===== src/sv/ks01_pkg.sv =====
// ----------------------------------------------------------------------------
// ks01_pkg
// Shared constants, widths and controller/datapath types for the 0/1 knapsack
// best-value engine.
// ----------------------------------------------------------------------------
`default_nettype none

package ks01_pkg;

    // Largest capacity that the row of best totals covers.
    localparam int MAX_CAPACITY = 1023;
    localparam int ROW_DEPTH    = MAX_CAPACITY + 1;
    localparam int ADDR_W       = $clog2(ROW_DEPTH);

    // Field widths of the item, the register and the result.
    localparam int WEIGHT_W = 10;
    localparam int VALUE_W  = 16;
    localparam int CAP_W    = 10;
    localparam int BEST_W   = 32;

    // Commands from the controller to the datapath.
    typedef struct packed {
        logic load;     // capture a new item and start the address counter
        logic step;     // issue the reads for the current capacity entry
        logic finish;   // the pass is over; the last write lands this cycle
        logic publish;  // move the captured total into the output register
    } ks01_cmd_t;

    // Status from the datapath to the controller.
    typedef struct packed {
        logic sweep_done;  // the address counter stands at entry zero
        logic last_item;   // the item in work closes its set
    } ks01_status_t;

endpackage : ks01_pkg

`default_nettype wire


===== src/sv/ks01_ctrl.sv =====
// ----------------------------------------------------------------------------
// ks01_ctrl
// Controller: accepts an item, sweeps the row from the top capacity down,
// drains the last write and hands each set's result to the output register.
// ----------------------------------------------------------------------------
`default_nettype none

module ks01_ctrl (
    input  wire logic                    clk,
    input  wire logic                    rst_n,
    input  wire logic                    in_valid,
    output logic                         in_ready,
    output logic                         out_valid,
    input  wire logic                    out_ready,
    output ks01_pkg::ks01_cmd_t          cmd,
    input  wire ks01_pkg::ks01_status_t  status
);

    import ks01_pkg::*;

    typedef enum logic [1:0] {
        ST_IDLE,
        ST_SWEEP,
        ST_DRAIN,
        ST_PUBLISH
    } state_t;

    state_t state_reg;
    state_t state_next;
    logic   out_valid_reg;
    logic   out_valid_next;
    logic   out_free;

    // The output register can take a new total when empty or being drained.
    assign out_free = !out_valid_reg || out_ready;

    // Next state and commands.
    always_comb
    begin
        state_next     = state_reg;
        out_valid_next = out_valid_reg && !out_ready;
        cmd            = '0;
        case (state_reg)
            ST_IDLE:
            begin
                if (in_valid)
                begin
                    cmd.load   = 1'b1;
                    state_next = ST_SWEEP;
                end
            end
            ST_SWEEP:
            begin
                cmd.step = 1'b1;
                if (status.sweep_done)
                begin
                    state_next = ST_DRAIN;
                end
            end
            ST_DRAIN:
            begin
                cmd.finish = 1'b1;
                state_next = status.last_item ? ST_PUBLISH : ST_IDLE;
            end
            ST_PUBLISH:
            begin
                if (out_free)
                begin
                    cmd.publish    = 1'b1;
                    out_valid_next = 1'b1;
                    state_next     = ST_IDLE;
                end
            end
            default:
            begin
                state_next = ST_IDLE;
            end
        endcase
    end

    // State and registered output valid.
    always_ff @(posedge clk or negedge rst_n)
    begin
        if (!rst_n)
        begin
            state_reg     <= ST_IDLE;
            out_valid_reg <= 1'b0;
        end
        else
        begin
            state_reg     <= state_next;
            out_valid_reg <= out_valid_next;
        end
    end

    assign in_ready  = (state_reg == ST_IDLE);
    assign out_valid = out_valid_reg;

    // An accepted item always starts a sweep.
    a_accept_sweep: assert property (@(posedge clk) disable iff (!rst_n)
        (in_valid && in_ready) |=> (state_reg == ST_SWEEP))
        else $error("accepted item did not start a sweep");

    // The sweep runs until the counter reaches entry zero.
    a_sweep_hold: assert property (@(posedge clk) disable iff (!rst_n)
        ((state_reg == ST_SWEEP) && !status.sweep_done) |=> (state_reg == ST_SWEEP))
        else $error("sweep ended early");

    // A publish always presents a result in the next cycle.
    a_publish_valid: assert property (@(posedge clk) disable iff (!rst_n)
        cmd.publish |=> out_valid_reg)
        else $error("published total not presented");

    // A result is never published over one that is still waiting.
    a_no_overwrite: assert property (@(posedge clk) disable iff (!rst_n)
        cmd.publish |-> (!out_valid_reg || out_ready))
        else $error("result overwritten before transfer");

endmodule : ks01_ctrl

`default_nettype wire


===== config.mk =====
export PLATFORM = sky130hd
export DESIGN_NAME = ks01_ctrl
export DESIGN_NICKNAME = d
export VERILOG_FILES = /design/src/sv/ks01_pkg.sv /design/src/sv/ks01_ctrl.sv
export SDC_FILE = /design/constraint.sdc
export NUM_CORES = 1
export LEC_CHECK = 0
export ABC_AREA = 1
export BUFFER_PORTS_ARGS = -buffer_cell sky130_fd_sc_hd__buf_2
export CAP_MARGIN = 15
export CORE_AREA = 2 2 39 41
export CTS_BUF_LIST = sky130_fd_sc_hd__clkbuf_8
export DETAILED_ROUTE_END_ITERATION = 6
export DIE_AREA = 0 0 41 43
export PLACE_DENSITY = 0.33
export SLEW_MARGIN = 25
export SYNTH_ARGS = -nofsm -noshare
export SYNTH_HDL_FRONTEND = slang
export SYNTH_SLANG_ARGS = --single-unit

===== constraint.sdc =====
create_clock -name clk -period 1.2 [get_ports clk]
set_input_delay 0.3 -clock clk [delete_from_list [all_inputs] [get_ports clk]]
set_output_delay 0.3 -clock clk [all_outputs]
set_load 0.01 [all_outputs]

==> results.md, run 1 <==
* Status: finished, violations left
* Failing checks: setup timing
* Initial antenna violation count at 0
* Leak at 0.2197 nW
* Critical path cell sequence: nor2_4 -> inv_2 -> nor2_1 -> buf_2
* Die Y at 43 um
* Drt first pass iters at 1
* Die Footprint at 1763 sq um
* CP peak stage delay at 0.44 ns
* Top cell type's share of synthesized area at 35.71%
* Final hold vios at 0
* Grt total ovfl at 0
* DR vias at between 200 and 250
* Synthesis Warnings at 0
* Unique cell type count in the Yosys netlist at 13
* Clock Pin Slew Worst Setup and Hold Paths at 0.03 ns
* # rows at 14
* Area growth from synthesis to layout at 77.38%
* Setup crit end kind: output pin
* Antenna diodes at 0
* Cell taking the most area after synthesis: dfrtp_1
* Slew Viols, Final at 0
* WS Path Type: flop to output pin
* FF-to-FF setup slack at 0.12 ns
* Sequential share of the synthesized area at 35.71%
* Worst endpoint required time at 0.90 ns
* Syn_area_per_cell at between 7 and 8 sq um
* Sink Count at 3
* CP top delay family: flip-flops
* Relative slew margins at 88.15%
* Hold Crit Class: input port to flop
* Core Footprint at 1384 sq um
* Hold WS at 0.3821 ns
* Number of endpoints failing setup at the final stage at 5
* Clock latency on the worst-skew pair at between 0.2 and 0.25 ns
* Fmax at approximately 750 MHz
* First-pass GRT wire length at 876 um
* Final worst setup slack at -0.1331 ns
* Hold path startpoint: out_ready
* Routed Antenna Nets at 0
* Syn Inst Count at 29
* Worst reg2reg path depth at 6
* PD cells at 2693 nW/um^2
* Port Buffers at 11
* Hold endpoint: out_valid$_DFF_PN0_
* Worst flop-to-flop path startpoint: state_reg[0]$_DFFE_PN0P_
* Worst setup SP type: flop
* Number of I/O pins at 12
* Total GRT Usage at roughly 7.6%
* Final Power at 1.004 mW
* End of the worst register-to-register path: state_reg[0]$_DFFE_PN0P_
* Die width at approximately 41 um
* Routability congestion estimate at 0.5770
* Setup TNS at -0.4880 ns
* Syn_nets at 35
* Hold depth at 2
* Dpl cell area at ~290 sq um
* Dominant synthesized flop cell: dfrtp_1
* Root Buffer: clkbuf_8
* Critical path arrival at around 1.0 ns
* Drt total wl at 563 um
* Cell area after layout at 372.9 sq um
* Skew final at about 0.0040 ns
* RSZ-0062 raised after global routing: true
* Layout cell share with drive strength beyond 1 at 51.06%
* Max FFs per register at 2
* Clock buffer count from CTS at 3
* Post-synth EDFFs at 0
* Initial DRC Count at 0
* Top cells by area, synth: dfrtp_1 36%, inv_1 11%, nand2_1 11%, nor2_8 9.5%, nand2_2 6.0%
* Worst-margin pin slew at between 0.15 and 0.2 ns
* Peak fanout along the critical path at 4
* Initial Util at 15.19%
* Max Cap Violations at 0
* Ys async rst share at 100.0%
* H-tree depth at 1
* CTS Buffer Depth at 2
* CTS tree: yes
* DR vias/cell at 3.794
* Nets at 54
* Core Util, Final at between 20% and 30%
* Max VDD drop at between 0.001 and 0.0015 V
* Drt drc at 0
* Largest net degree at the start of global routing at 5
* Final min period at 1.333 ns
* Synth top cells by count: 6 x inv_1, 6 x nand2_1, 3 x dfrtp_1, 3 x nor2_1
* CP max stage cell: dfrtp_2
* Mapped Area at 210.2 sq um
* Vias in the first global route at 246
* Crit share post-route at 111.1%
* Register bit count reported by yosys at 3
* DP HPWL at roughly 400 um
* Critical path buffers and inverters at 2
* Wirelength per Cell at 8.937 um
worst max path at each step:
stage	start	slack (ns)	cells past startpoint	end
6_report	state_reg[1]$_DFFE_PN0P_	-0.13	4	cmd[3]
5_1_grt	state_reg[1]$_DFFE_PN0P_	-0.18	4	cmd[3]
4_1_cts	state_reg[1]$_DFFE_PN0P_	-0.14	4	cmd[3]
3_5_place_dp	state_reg[0]$_DFFE_PN0P_	0.09	4	cmd[3]
3_3_place_gp	state_reg[0]$_DFFE_PN0P_	0.1	4	cmd[3]
2_1_floorplan	state_reg[0]$_DFFE_PN0P_	0.04	3	cmd[3]
placed cells by master, fill, tap and decap left out, types with 2 or more instances in the layout:
| cell | Yosys | final |
|---|---|---|
| clkbuf_8 | 0 | 3 |
| buf_2 | 0 | 11 |
| inv_1 | 6 | 6 |
| nand2_1 | 6 | 5 |
| nand4_1 | 2 | 2 |
| dfrtp_2 | 0 | 2 |
| nand2_2 | 2 | 3 |
| buf_6 | 0 | 2 |
| nor2_1 | 3 | 3 |
power breakdown:
part | leakage (nW) | internal (mW) | switching (mW)
combinational | 0.157 | 0.228 | 0.272
sequential | 0.0356 | 0.156 | 0.0647
clock | 0.0269 | 0.218 | 0.0661
worst reg2reg max path: stages (launching register included):
cell and delay [ns]:
dfrtp_2 0.44, buf_6 0.13, nand2_2 0.06, clkinv_1 0.07
nand2_2 0.09, and2_0 0.12, nand2_1 0.06
layer usage:
layer / vias up / global-route usage [%] / wire (um)
li1: 122 / - / -
met1: 102 / 8.442 / 245
met4: 0 / 4.000 / 0
met2: 15 / 10.31 / 233
met3: 0 / 5.236 / 84
met5: - / 0 / 0
per-stage QoR:
| step | cells | worst slack (ns) |
|---|---|---|
| finish | 63 | -0.1331 |
| CTS | 63 | -0.1357 |
| detailed placement | 57 | 0.08515 |
| global placement | 57 | 0.09920 |
| global route | 63 | -0.1789 |
| floorplan | 29 | 0.04362 |
what timing repair did:
item	4_1_cts	5_1_grt
setup buffers	1	0
pin swaps	0	2
hold endpoints to repair	3	0
hold buffers	1	0
cloned	0	0
endpoints found under the setup margin	5	5
gates resized for setup	1	6
cell type report:
cell class              count  area (sq um)
inverters                   7         26.28
flip-flops and latches      3         77.57
clock inverters             1         3.754
fillers                   162          1011
well taps                  16         20.02
multi-input cells          19         116.4
repair buffers             14         87.58
clock buffers               3         41.29
kinds of logic (layout without fill, tap and decap cells):
family,Yosys count,in the layout,share of synthesized area (%)
flops,3,3,35.71
buf+inv,7,25,12.50
simple gates,18,18,49.40
compound gates,1,1,2.379
Power figures use the tool's default switching activity.
==> run 2: changes to the inputs <==
Clock period 1.2 ns to 1.6 ns, I/O delays scaled along.
==> run 2 against run 1 <==
  * The run now ends clean
  * Worst hold slack better by 0.10 ns
  * Combinational power is 42% lower
  * Sequential share of layout area is 1.3 points higher
  * Register-to-register slack better by 0.48 ns
  * Non-clock buffer count is 2 lower
  * Clock power is 25% lower
  * Cell count is 3.2% lower
  * Critical path type unchanged
  * Critical endpoint unchanged
==> results.md, run 2 (synthesized netlist as in run 1, its figures left out) <==
* Critical path arrival at 1.09 ns (+0.06 ns)
* Initial Util at 15.19% (unchanged)
* Leak at 0.2081 nW (-5.3%)
* Drt drc at 0 (unchanged)
* Commonest non-fill, non-tap cells in the layout: 11 x buf_2, 7 x inv_1, 6 x nand2_1
* Final Power at 660.3 uW (-34%)
* Vias in the first global route at 189 (-23%)
* Drt first pass iters at 2 (+1)
* Status: finished, final reports clean
* # rows at 14 (unchanged)
* WS Path Type: flop to output pin
* Die Y at 43 um (unchanged)
* CTS Buffer Depth at 2 (unchanged)
* Worst-margin pin slew at 0.2197 ns (+0.04204 ns)
* H-tree depth at 1 (unchanged)
* First-pass GRT wire length at 710 um (-19%)
* CP peak stage delay at 0.44 ns (about the same)
* Hold Crit Class: input port to flop
* Core Util, Final at 24.59% (-2.4 points)
* Skew final at 0.001088 ns (-0.002896 ns)
* Area growth from synthesis to layout at 61.90%
* Max FFs per register at 2 (unchanged)
* DP Worst Slack at 0.3306 ns (+0.2454 ns)
* Die width at 41 um (unchanged)
* Max VDD drop at 0.0005987 V (-57%)
* Setup TNS at 0 ns (+0.4880 ns)
* PD cells at 1940 nW/um^2 (-28%)
* Total GRT Usage at 6.546% (-1.0 points)
* Initial antenna violation count at 0 (unchanged)
* Largest net degree at the start of global routing at 7 (+2)
* DR vias at 219 (-8.4%)
* Core Footprint at 1384 sq um (unchanged)
* Number of I/O pins at 12 (unchanged)
* Dpl cell area at 285.3 sq um (-2.6%)
* RSZ-0062 raised after global routing: false
* Nets at 52 (-3.7%)
* Final worst setup slack at 0.1080 ns (+0.2411 ns)
* Peak fanout along the critical path at 6 (+2)
* Routability congestion estimate at 0.5470 (-5.2%)
* Worst endpoint required time at 1.20 ns (+0.30 ns)
* DR vias/cell at 3.590 (-5.4%)
* Initial DRC Count at 2 (+2)
* Setup crit end kind: output pin
* Slew Viols, Final at 0 (unchanged)
* Antenna diodes at 0 (unchanged)
* Clock buffer count from CTS at 3 (unchanged)
* Number of endpoints failing setup at the final stage at 0 (-5)
* Fmax at ~670 MHz
* Clock Pin Slew Worst Setup and Hold Paths at 0.03 ns (about the same)
* Post-CTS setup repair buffer count at 0 (-1)
* Cell area after layout at 340.3 sq um (-8.7%)
* Relative slew margins at 85.36% (-2.8 points)
* Clock latency on the worst-skew pair at 0.21 ns (about the same)
* Worst setup SP type: flop
* Port Buffers at 11 (unchanged)
* Max Cap Violations at 0 (unchanged)
* Critical path cell sequence: nor2_2 -> inv_1 -> nor2_1 -> buf_2
* Layout cell share with drive strength beyond 1 at 40.00% (-11 points)
* Grt total ovfl at 0 (unchanged)
* Commonest non-fill, non-tap cell in the layout: buf_2
* Drt total wl at 470 um (-17%)
* Crit share post-route at 93.25%
* Wirelength per Cell at 7.705 um (-14%)
* Sink Count at 3 (unchanged)
* Routed Antenna Nets at 0 (unchanged)
* Die Footprint at 1763 sq um (unchanged)
* CP max stage cell: dfrtp_1
* CTS tree: yes
* Final hold vios at 0 (unchanged)
* Final min period at roughly 1.5 ns
* DP HPWL at 350.8 um (-12%)
* Root Buffer: clkbuf_8
## run 2: changes by cell type in the layout (fill, tap and decap cells not counted)
cell / previous run / this run
buf_6: 2 / 0
dfrtp_1: 1 / 3
dfrtp_2: 2 / 0
inv_1: 6 / 7
inv_2: 1 / 0
nand2_1: 5 / 6
nand2_2: 3 / 2
nor2_2: 0 / 1
nor2_4: 1 / 0
## run 2: worst paths after layout
kind / from / slack, ns / cells after the start / to
worst max-delay path: state_reg[0]$_DFFE_PN0P_ / 0.11 / 4 / cmd[3]
worst min-delay path: out_ready / 0.48 / 2 / out_valid$_DFF_PN0_
worst max register to register: state_reg[0]$_DFFE_PN0P_ / 0.60 / 5 / state_reg[0]$_DFFE_PN0P_
worst min register to register: state_reg[1]$_DFFE_PN0P_ / 0.62 / 2 / out_valid$_DFF_PN0_
max in group asynchronous: rst_n / 0.99 / 2 / out_valid$_DFF_PN0_
min in group asynchronous: rst_n / 0.50 / 2 / state_reg[1]$_DFFE_PN0P_
## run 2: layout make-up
cell class	instances	area, sq um
clock buffer	3	41.29
multi-input combinational	19	108.9
clock inverter	1	3.754
timing repair buffer	12	65.06
inverter	7	26.28
tap	16	20.02
fill	159	1044
sequential	3	75.07
## run 2: per-layer routing
metal  GRT usage, %  routed length (um)
met1          8.442                 253
met2          6.563                 142
met3          3.141                  58
met4          8.000                  15
met5              0                   0
## run 2: through the flow
| step | std cells | hold WS, ns |
|---|---|---|
| 6_report | 61 | 0.4818 |
| 2_1_floorplan | 29 | 0.1044 |
| 3_5_place_dp | 56 | 0.1974 |
| 3_3_place_gp | 56 | 0.1969 |
| 4_1_cts | 61 | 0.4760 |
| 5_1_grt | 61 | 0.5131 |
## run 2: critical path, delay by kind of cell, from the launching register on
family	cells	cell delay, ns
buffers and inverters	2	0.19
flip-flops	1	0.44
AND/OR/NAND/NOR	2	0.24
## run 2: timing repair
action | CTS | global route
endpoints found under the setup margin | 0 | 0
resized for setup | 0 | 0
endpoints found under the hold margin | 3 | 0
hold buffers | 1 | 0
## run 2: report_power, final
part           internal (mW)  switching, mW  leakage (nW)
logic                  0.117          0.173         0.143
clock network          0.163         0.0503        0.0269
registers              0.112         0.0437        0.0381
